===== config.mk =====
export PLATFORM = sky130hd
export DESIGN_NAME = button_short_long_press_detector
export DESIGN_NICKNAME = d
export VERILOG_FILES = /design/src/sv/bslpd_pkg.sv /design/src/sv/bslpd_lane.sv /design/src/sv/bslpd_merge.sv /design/src/sv/button_short_long_press_detector.sv
export SDC_FILE = /design/constraint.sdc
export NUM_CORES = 1
export LEC_CHECK = 0
export BUFFER_PORTS_ARGS = -buffer_cell sky130_fd_sc_hd__buf_2
export CELL_PAD_IN_SITES_DETAIL_PLACEMENT = 2
export CELL_PAD_IN_SITES_GLOBAL_PLACEMENT = 2
export CORE_MARGIN = 3
export CORE_UTILIZATION = 39
export DETAILED_ROUTE_END_ITERATION = 8
export PLACE_DENSITY = 0.82
export SLEW_MARGIN = 5
export SYNTH_ARGS = -nofsm -noshare
export SYNTH_HDL_FRONTEND = slang
export SYNTH_SLANG_ARGS = --single-unit

===== constraint.sdc =====
create_clock -name clk -period 8.53 [get_ports clk]
set_input_delay 1.2795 -clock clk [delete_from_list [all_inputs] [get_ports clk]]
set_output_delay 1.2795 -clock clk [all_outputs]
set_load 0.005 [all_outputs]

===== src/sv/bslpd_pkg.sv =====
// Shared types and constants for the button short/long press detector.
package bslpd_pkg;

  localparam int unsigned LEVEL_W     = 5;   // buttons carried on the ports
  localparam int unsigned STAMP_W     = 32;  // millisecond timestamp width
  localparam int unsigned THR_W       = 16;  // long-press threshold width
  localparam int unsigned IN_TDATA_W  = 40;  // now_ms + levels, byte padded
  localparam int unsigned OUT_TDATA_W = 16;  // short + long masks, byte padded

  localparam logic [THR_W-1:0] THR_RESET = THR_W'(1000);

  // What one lane found on the current poll
  typedef struct packed {
    logic short_hit;
    logic long_hit;
  } lane_evt_t;

endpackage


===== src/sv/bslpd_lane.sv =====
// One button lane: edge detect, press stamp, long-press flag.
module bslpd_lane
  import bslpd_pkg::*;
(
  input  logic               clk,
  input  logic               rst_n,
  input  logic               en,
  input  logic               cur_level,
  input  logic [STAMP_W-1:0] now_ms,
  input  logic [THR_W-1:0]   threshold,
  output lane_evt_t          evt
);

  logic               prev_r,  prev_nxt;
  logic               fired_r, fired_nxt;
  logic [STAMP_W-1:0] stamp_r, stamp_nxt;
  logic [STAMP_W-1:0] elapsed;
  logic               reached;

  // wrapping difference
  assign elapsed = now_ms - stamp_r;
  assign reached = elapsed >= {{(STAMP_W-THR_W){1'b0}}, threshold};

  always_comb begin
    prev_nxt  = prev_r;
    fired_nxt = fired_r;
    stamp_nxt = stamp_r;
    evt       = '0;
    if (en) begin
      prev_nxt = cur_level;
      if (!cur_level && prev_r) begin
        stamp_nxt = now_ms;
        fired_nxt = 1'b0;
      end else if (cur_level && !prev_r) begin
        evt.short_hit = !fired_r;
        stamp_nxt     = '0;
      end else if (!cur_level && !prev_r) begin
        if (!fired_r && (stamp_r != '0) && reached) begin
          fired_nxt    = 1'b1;
          evt.long_hit = 1'b1;
        end
      end
    end
  end

  always_ff @(posedge clk) begin
    if (!rst_n) begin
      prev_r  <= 1'b1;
      fired_r <= 1'b0;
      stamp_r <= '0;
    end else begin
      prev_r  <= prev_nxt;
      fired_r <= fired_nxt;
      stamp_r <= stamp_nxt;
    end
  end

  a_long_latches: assert property (@(posedge clk) disable iff (!rst_n)
    evt.long_hit |=> fired_r)
    else $error("long press did not set the fired flag");

  a_long_armed: assert property (@(posedge clk) disable iff (!rst_n)
    evt.long_hit |-> (stamp_r != '0) && !prev_r && !cur_level)
    else $error("long press without an armed hold");

  a_short_on_release: assert property (@(posedge clk) disable iff (!rst_n)
    evt.short_hit |-> en && cur_level && !prev_r && !fired_r)
    else $error("short press outside a clean release");

endmodule


===== src/sv/bslpd_merge.sv =====
// Merges lane events into the result masks and holds the output register.
module bslpd_merge
  import bslpd_pkg::*;
#(
  parameter int unsigned NUM_BUTTONS = 5
) (
  input  logic                              clk,
  input  logic                              rst_n,
  input  logic                              in_fire,
  input  lane_evt_t [NUM_BUTTONS-1:0]       evt,
  output logic                              in_ready,
  output logic                              out_valid,
  input  logic                              out_ready,
  output logic [LEVEL_W-1:0]                out_short,
  output logic [LEVEL_W-1:0]                out_long
);

  logic [LEVEL_W-1:0] short_vec, long_vec;
  logic               valid_r, valid_nxt;
  logic [LEVEL_W-1:0] short_r, long_r;

  for (genvar i = 0; i < LEVEL_W; i++) begin : g_pick
    if (i < NUM_BUTTONS) begin : g_lane
      assign short_vec[i] = evt[i].short_hit;
      assign long_vec[i]  = evt[i].long_hit;
    end else begin : g_none
      assign short_vec[i] = 1'b0;
      assign long_vec[i]  = 1'b0;
    end
  end

  // slot free when empty or draining this cycle
  assign in_ready = !valid_r || out_ready;

  always_comb begin
    valid_nxt = valid_r;
    if (in_fire)        valid_nxt = 1'b1;
    else if (out_ready) valid_nxt = 1'b0;
  end

  always_ff @(posedge clk) begin
    if (!rst_n) valid_r <= 1'b0;
    else        valid_r <= valid_nxt;
  end

  always_ff @(posedge clk) begin
    if (in_fire) begin
      short_r <= short_vec;
      long_r  <= long_vec;
    end
  end

  assign out_valid = valid_r;
  assign out_short = short_r;
  assign out_long  = long_r;

  a_fire_needs_room: assert property (@(posedge clk) disable iff (!rst_n)
    in_fire |-> in_ready)
    else $error("poll taken with the output slot occupied");

  a_fire_loads: assert property (@(posedge clk) disable iff (!rst_n)
    in_fire |=> valid_r && (short_r == $past(short_vec)) && (long_r == $past(long_vec)))
    else $error("result not loaded on poll transfer");

  a_disjoint: assert property (@(posedge clk) disable iff (!rst_n)
    valid_r |-> ((short_r & long_r) == '0))
    else $error("button reported short and long at once");

endmodule


===== src/sv/button_short_long_press_detector.sv =====
// Button short/long press detector: top level with config register and lanes.
//
// Each input transfer is one poll: a free-running millisecond timestamp and
// the active-low levels of the buttons. Every button has its own lane that
// remembers the last level, the press timestamp and whether a long press has
// fired for the current hold. A release without a long press gives a short
// press bit; a hold whose wrapping elapsed time reaches long_press_threshold
// gives one long press bit. A press seen at timestamp zero never arms a long
// press. No debouncing is done. Every poll yields exactly one result transfer.
// Throughput is one poll per clock unless the output stalls: all lanes update
// in the cycle of the transfer (one 32-bit subtract and compare each) and the
// result sits in a single output register that is refilled in the same cycle
// it is drained. The threshold is written through the cfg port, which is
// always ready, and should only be changed while idle.
module button_short_long_press_detector
  import bslpd_pkg::*;
#(
  parameter int unsigned NUM_BUTTONS = 5
) (
  input  logic                   clk,
  input  logic                   rst_n,
  // poll stream
  input  logic                   in_tvalid,
  output logic                   in_tready,
  input  logic [IN_TDATA_W-1:0]  in_tdata,   // [31:0] now_ms, [36:32] levels, rest zero
  // event stream
  output logic                   out_tvalid,
  input  logic                   out_tready,
  output logic [OUT_TDATA_W-1:0] out_tdata,  // [4:0] short_press, [9:5] long_press, rest zero
  // threshold write
  input  logic                   cfg_valid,
  output logic                   cfg_ready,
  input  logic [THR_W-1:0]       cfg_data     // long_press_threshold, ms
);

  logic [THR_W-1:0]         thr_r, thr_nxt;
  logic                     in_fire;
  logic [STAMP_W-1:0]       now_ms;
  logic [LEVEL_W-1:0]       levels;
  lane_evt_t [NUM_BUTTONS-1:0] evt;
  logic [LEVEL_W-1:0]       short_press, long_press;

  assign now_ms  = in_tdata[STAMP_W-1:0];
  assign levels  = in_tdata[STAMP_W +: LEVEL_W];
  assign in_fire = in_tvalid && in_tready;

  // Threshold register; write always taken
  assign cfg_ready = 1'b1;
  assign thr_nxt   = (cfg_valid && cfg_ready) ? cfg_data : thr_r;

  always_ff @(posedge clk) begin
    if (!rst_n) thr_r <= THR_RESET;
    else        thr_r <= thr_nxt;
  end

  // One lane per button; buttons past the port width read as pressed
  for (genvar i = 0; i < NUM_BUTTONS; i++) begin : g_lane
    logic lvl;
    if (i < LEVEL_W) begin : g_port
      assign lvl = levels[i];
    end else begin : g_extra
      assign lvl = 1'b0;
    end

    bslpd_lane u_lane (
      .clk       (clk),
      .rst_n     (rst_n),
      .en        (in_fire),
      .cur_level (lvl),
      .now_ms    (now_ms),
      .threshold (thr_r),
      .evt       (evt[i])
    );
  end

  bslpd_merge #(
    .NUM_BUTTONS (NUM_BUTTONS)
  ) u_merge (
    .clk       (clk),
    .rst_n     (rst_n),
    .in_fire   (in_fire),
    .evt       (evt),
    .in_ready  (in_tready),
    .out_valid (out_tvalid),
    .out_ready (out_tready),
    .out_short (short_press),
    .out_long  (long_press)
  );

  assign out_tdata = {{(OUT_TDATA_W-2*LEVEL_W){1'b0}}, long_press, short_press};

endmodule


==> out/results.ini, run 1 <==
[global_routing]
groute.usage.overall_pct=31.1
first_global_vias=21900
grt_max_degree=101
grt_pass1_wl_mm=128
grt_overflow=0
antenna_found_initial=5

[power]
power_frac_comb_pct=39.3
power.net_switching_w=0.00124
pwr-share-seq_pct=32.9
p_total_w=0.00303
clkPwrFrac_pct=27.9
p_sw_share_pct=40.9
pwr_density_cell_nw_per_um2=146
internal-power_w=0.00179
p_leak_nw=7.74
ir_worst_vdd_mv=0.151

[placement]
hpwl_mm=61.6
pre_cts_ws_ps=1790
placed_area_sq_um=20200
gp_congestion=0.888
port_buffers=69

[synthesis]
yosys_most_used_dff=dfxtp_1
yosysSeqAreaShare_pct=20.8
ys_ff_latch=197
async_reset_ff_share_pct=0
synth_edf_count=10
yosys_warnings=0
syn_inst=2699
avgSynthCellArea_sq_um=7.21
synthDistinctLibCells=86
post_synth_instance_area_sq_um=19500

[run_status]
status=complete, no violations

[cts]
clock_latency_ps=500
cts_resized=0
postCtsSetupRepairBufs=0
cts_sinks=197
cts_made_buffers=17
clk_pin_slew_worst_paths_ps=80
cts-root-buf=clkbuf_16
h-tree-depth=4
cts_tree=done
cts_buffer_depth=2
postCtsHoldBufs=0

[setup_path]
path_max_fanout=11
timing.rr.start=g_lane[4].u_lane.stamp_r[4]$_SDFFE_PN0P_
critPathKind=input pin to flip-flop
crit_arrival_ps=6590
r2r_cells=19
startpoint_type=input pin
reg2reg_slack_ps=3110
required_ps=8760
rr_endpoint=u_merge.out_long[4]$_SDFFCE_PP0P_
setup.worst_path.end_class=flip-flop

[timing]
slew_violations=0
setup-tns-final_ps=0
max_slew_margin_pct=15.4
setup-violations-final=0
fmax_mhz=157
tightest_slew_ps=1270
layout_min_cycle_time_ps=6350
setup_ws_ps=2180
rsz0062_at_grt=no
hold_viol_final=0
finalCritPeriodShare_pct=74.5
fin_skew_ps=12.0

[route]
drc_errors=0
wl_per_cell_microns=24.8
ant_nets=0
drt-total-wl_mm=82.9
drt_iter0_drc=1320
first_pass_iters=5
vias_per_cell=6.15
dr_total_vias=20600

[floorplan]
die_area_sq_um=52600
die_h_microns=229
core_area_sq_um=49200
rows=81
start_util_pct=39.6
num_io_pins=80
die_width_microns=229

[worst_hold_path]
whs_path_depth=2
hold_start=g_lane[4].u_lane.stamp_r[16]$_SDFFE_PN0P_
hold_end=g_lane[4].u_lane.stamp_r[16]$_SDFFE_PN0P_
hp-class=flip-flop to flip-flop

[cells_and_area]
stdcell_area_sq_um=20700
syn_to_final_growth_pct=6.48
drive_above_1_share_pct=5.78
fin_nets=2991

[job]
cap_violations=0

power by group through the flow:
stage | clock network, W | registers [W] | logic [W]
6_report | 0.000843 | 0.000995 | 0.00119
5_1_grt | 0.000889 | 0.000999 | 0.00131
4_1_cts | 0.000850 | 0.000994 | 0.00117
3_5_place_dp | 0 | 0.00102 | 0.00116
3_3_place_gp | 0 | 0.00101 | 0.00109
2_1_floorplan | 0 | 0.00100 | 0.000794
flip-flops by register name (all words and copies together), names as in the netlist:
signal                 count
g_lane.u_lane.fired_r      5
g_lane.u_lane.stamp_r    160
thr_r                     16
u_merge.out_short          5
u_merge.out_valid          1
g_lane.u_lane.prev_r       5
u_merge.out_long           5
placed cells by master (no fill, tap or decap), drive strengths merged, types with 47 or more instances in the layout:
master,instances
o21ai,118
ha,255
nor2,152
a21o,47
a21oi,351
nand2,329
nand3,208
nand4,58
xnor2,71
dfxtp,187
buf,82
nor4,55
inv,227
cell families after synthesis:
logic type,synth area share [%]
and+or+nand+nor,24.3
AOI/OAI and AO/OA,24.6
buffers and inverters,7.40
adders and majority gates,16.9
DFF,20.8
xor gates and xnor gates,4.72
muxes,1.21
other,0.0386
metrics by stage:
| stage | instances | hold WS [ps] | util, % |
|---|---|---|---|
| after floorplan | 2704 | 445 | - |
| after global placement | 3315 | 454 | 41.0 |
| after detailed placement | 3315 | 466 | 41.0 |
| after CTS | 3347 | 478 | 42.2 |
| after global routing | 3348 | 491 | 42.2 |
| final | 3348 | 475 | 42.2 |
worst max path at each step:
stage	start	to	slack, ps	depth (start not counted)
4_1_cts	in_tdata[1]	u_merge.out_long[4]$_SDFFCE_PP0P_	2290	18
5_1_grt	in_tdata[1]	u_merge.out_long[4]$_SDFFCE_PP0P_	2020	18
3_5_place_dp	in_tdata[1]	u_merge.out_long[4]$_SDFFCE_PP0P_	1790	18
6_report	in_tdata[1]	u_merge.out_long[4]$_SDFFCE_PP0P_	2180	18
2_1_floorplan	in_tdata[0]	u_merge.out_long[2]$_SDFFCE_PP0P_	3150	19
3_3_place_gp	in_tdata[1]	u_merge.out_long[4]$_SDFFCE_PP0P_	2010	18
cells in the mapped netlist, drive strengths merged (47+ instances only):
| library cell | instances | area [sq um] |
|---|---|---|
| nor4 | 55 | 350 |
| ha | 255 | 3190 |
| inv | 222 | 833 |
| dfxtp | 187 | 3740 |
| xnor2 | 71 | 622 |
| a21o | 47 | 353 |
| o21ai | 118 | 591 |
| clkbuf | 112 | 440 |
| a21oi | 351 | 1790 |
| nand2 | 329 | 1230 |
| nor2 | 152 | 573 |
| nand4 | 58 | 363 |
| nand3 | 208 | 1040 |
cell type report:
| cell class | instances | area (sq um) |
|---|---|---|
| flip-flops and latches | 197 | 4040 |
| well taps | 664 | 831 |
| repair buffers | 82 | 443 |
| inverters | 222 | 838 |
| clock inverters | 13 | 120 |
| diodes | 1 | 2.50 |
| fillers | 5861 | 28400 |
| multi-input cells | 2150 | 14000 |
| clock buffers | 19 | 443 |
metal layers:
layer	routed length (microns)	GRT usage (%)	up-vias
met4	4900	16.6	4
met2	38200	51.2	422
met3	3250	4.58	165
met1	36600	39.4	10400
met5	25	0	-
li1	-	-	9622
worst max-delay path, cell delays in order:
cell       delay, ps
buf_2            300
inv_1            320
fa_1             540
nor2b_1          210
o211ai_1         170
a31oi_1          530
o211ai_1         280
nand2_1          180
xor2_1           190
ha_1             270
nor2b_1          130
o21ai_0          310
o311ai_0         190
a2111oi_0        450
nand4_1          150
or4_1            540
nor4_1           420
nor4b_1          120
Note: power is estimated with default switching activity, not from simulation.
==> run 2: changes to the inputs <==
--- a/config.mk
+++ b/config.mk
@@ -9,9 +9,9 @@
 export CELL_PAD_IN_SITES_DETAIL_PLACEMENT = 2
 export CELL_PAD_IN_SITES_GLOBAL_PLACEMENT = 2
 export CORE_MARGIN = 3
-export CORE_UTILIZATION = 39
+export CORE_UTILIZATION = 34
 export DETAILED_ROUTE_END_ITERATION = 8
-export PLACE_DENSITY = 0.82
+export PLACE_DENSITY = 0.76
 export SLEW_MARGIN = 5
 export SYNTH_ARGS = -nofsm -noshare
 export SYNTH_HDL_FRONTEND = slang
==> constraint.sdc (replaced) <==
create_clock -name clk -period 5.1 [get_ports clk]
set_input_delay 0.765 -clock clk [delete_from_list [all_inputs] [get_ports clk]]
set_output_delay 0.765 -clock clk [all_outputs]
set_load 0.005 [all_outputs]
==> run 2 against run 1 <==
  * Clock skew rose by 7.9 ps
  * Critical path depth is 3 higher
  * Sequential share of layout area shrank 1.4 points
  * Power rose by 75%
  * Utilization is 2.7 points lower
  * Clock power rose by 71%
  * Critical endpoint is now u_merge.out_long[2]$_SDFFCE_PP0P_
  * Highest routed layer unchanged
==> out/results.ini, run 2 (synthesis results as in run 1) <==
[timing]
slew_violations=0  ; unchanged
tightest_slew_ps=1280  ; +16.0 ps
fmax_mhz=201
setup-violations-final=0  ; unchanged
hold_viol_final=0  ; unchanged
layout_min_cycle_time_ps=4970
rsz0062_at_grt=yes
fin_skew_ps=19.9  ; +7.90 ps
setup-tns-final_ps=0  ; unchanged
finalCritPeriodShare_pct=97.4
max_slew_margin_pct=14.5  ; -0.86 points

[route]
first_pass_iters=5  ; unchanged
drt-total-wl_mm=90.7  ; +9.4%
ant_nets=0  ; unchanged
dr_total_vias=21200  ; +2.8%
wl_per_cell_microns=25.1  ; +1.3%
vias_per_cell=5.86  ; -4.8%
drc_errors=0  ; unchanged
drt_iter0_drc=1136  ; -14%

[cts]
clk_pin_slew_worst_paths_ps=90  ; about the same
cts_buffer_depth=2  ; unchanged
clock_latency_ps=520  ; +20 ps
cts-root-buf=clkbuf_16
postCtsHoldBufs=0  ; unchanged
h-tree-depth=4  ; unchanged
cts_made_buffers=17  ; unchanged
cts_tree=done
cts_sinks=197  ; unchanged

[worst_hold_path]
whs_path_depth=3  ; +1
hold_start=cfg_data[5]
hold_end=thr_r[5]$_SDFFE_PN1P_
hp-class=input pin to flip-flop

[global_routing]
grt_max_degree=71  ; -30%
grt_overflow=0  ; unchanged
groute.usage.overall_pct=29.8  ; -1.3 points
first_global_vias=22800  ; +3.9%
grt_pass1_wl_mm=137  ; +6.9%
antenna_found_initial=6  ; +1

[run_status]
status=complete, no violations

[cells_and_area]
largestRegisters=g_lane.u_lane.stamp_r (160), thr_r (16)
nFillCells=6691  ; +14%
fin_nets=3164  ; +5.8%
stdcell_area_sq_um=22300  ; +7.5%
final_common_cell=a21oi_1
syn_to_final_growth_pct=14.5
regMostFlops=g_lane.u_lane.stamp_r
layout_common_cells=a21oi_1 (342), nand2_1 (329), ha_1 (254), inv_1 (221), nand3_1 (208)
drive_above_1_share_pct=11.9  ; +6.1 points
largest_reg_flops=160  ; unchanged

[floorplan]
die_h_microns=245  ; +6.9%
die_area_sq_um=60200  ; +14%
start_util_pct=34.5  ; -5.1 points
rows=87  ; +7.4%
core_area_sq_um=56500  ; +15%
die_width_microns=245  ; +6.9%
num_io_pins=80  ; unchanged

[power]
p_leak_nw=8.61  ; +11%
ir_worst_vdd_mv=0.289  ; +92%
pwr_density_cell_nw_per_um2=237  ; +63%

[setup_path]
reg2reg_slack_ps=200  ; -2910 ps
r2r_cells=19  ; unchanged
setup.worst_path.end_class=flip-flop
timing.rr.start=g_lane[2].u_lane.stamp_r[0]$_SDFFE_PN0P_
rr_endpoint=u_merge.out_long[2]$_SDFFCE_PP0P_
startpoint_type=input pin
required_ps=5370  ; -3390 ps
path_max_fanout=2  ; -9
crit_arrival_ps=5240  ; -1350 ps
critPathKind=input pin to flip-flop

[placement]
port_buffers=69  ; unchanged
gp_congestion=0.925  ; +4.2%
hpwl_mm=71.2  ; +16%
placed_area_sq_um=21600  ; +7.3%

[job]
cap_violations=0  ; unchanged

[run 2: changes by cell type in the layout (fill, tap and decap cells not counted), moves of 3 or more]
cell	change
inv_8	+3
buf_4	+168
buf_12	+5
clkinv_2	-3
[run 2: metrics by stage]
step                      hold slack [ps]  setup WS [ps]  utilization (%)  instances  power (W)
after floorplan                       445            232                -       2704    0.00301
after global placement                455           -408             38.3       3579    0.00372
after detailed placement              465           -502             38.3       3579    0.00384
after CTS                             435           35.5             39.3       3611    0.00530
after global routing                  478           -134             39.4       3613    0.00560
final                                 470            131             39.4       3614    0.00529
[run 2: metal layers]
layer  track usage (%)  part of all wire, %  up-vias
li1                  -                    -     9965
met3              5.66                  4.6      180
met2              48.6                   46      408
met1              36.7                   44    10600
met4              17.4                  6.2        6
met5                 0                0.047        -
[run 2: final cells by class]
cell class | instances | area [sq um] | area share, %
Clock buffer | 19 | 443 | 1.99
Sequential cell | 197 | 4050 | 18.2
Antenna cell | 2 | 5.00 | 0.0225
Tap cell | 756 | 946 | 4.24
Inverter | 222 | 836 | 3.75
Clock inverter | 13 | 138 | 0.618
Timing Repair Buffer | 255 | 1800 | 8.10
Multi-Input combinational cell | 2150 | 14100 | 63.1
[run 2: report_power, final]
group | switching [W] | leakage [nW] | internal (W)
clock network | 0.000774 | 0.282 | 0.000665
registers | 0.0000559 | 1.62 | 0.00161
logic | 0.00137 | 6.71 | 0.000815
total | 0.00220 | 8.61 | 0.00309
[run 2: timing repair]
action,4_1_cts,5_1_grt
gates resized for setup,0,14
buffers inserted,0,1
endpoints found under the setup margin,0,7
[run 2: worst max path at each step]
stage                start                                end  slack [ps]  depth (start not counted)
3_3_place_gp   in_tdata[0]  u_merge.out_long[2]$_SDFFCE_PP0P_        -410                         21
2_1_floorplan  in_tdata[0]  u_merge.out_long[2]$_SDFFCE_PP0P_         230                         19
4_1_cts        in_tdata[0]  u_merge.out_long[2]$_SDFFCE_PP0P_          40                         21
3_5_place_dp   in_tdata[0]  u_merge.out_long[2]$_SDFFCE_PP0P_        -500                         21
6_report       in_tdata[0]  u_merge.out_long[2]$_SDFFCE_PP0P_         130                         21
5_1_grt        in_tdata[0]  u_merge.out_long[2]$_SDFFCE_PP0P_        -130                         21
[run 2: worst max-delay path, stage by stage]
cell and delay (ps):
buf_2 120, inv_1 90, ha_1 240, fa_1 420, nand2b_1 210, a21oi_2 200
and2b_2 250, o21ai_1 170, a21o_1 150, a21oi_1 80, xnor2_1 190, ha_1 280
nand4_1 130, or4_1 150, o41ai_2 80, a2111oi_2 400, buf_4 170, o2111ai_1 100
or4_4 510, or2_1 220, o311a_1 320
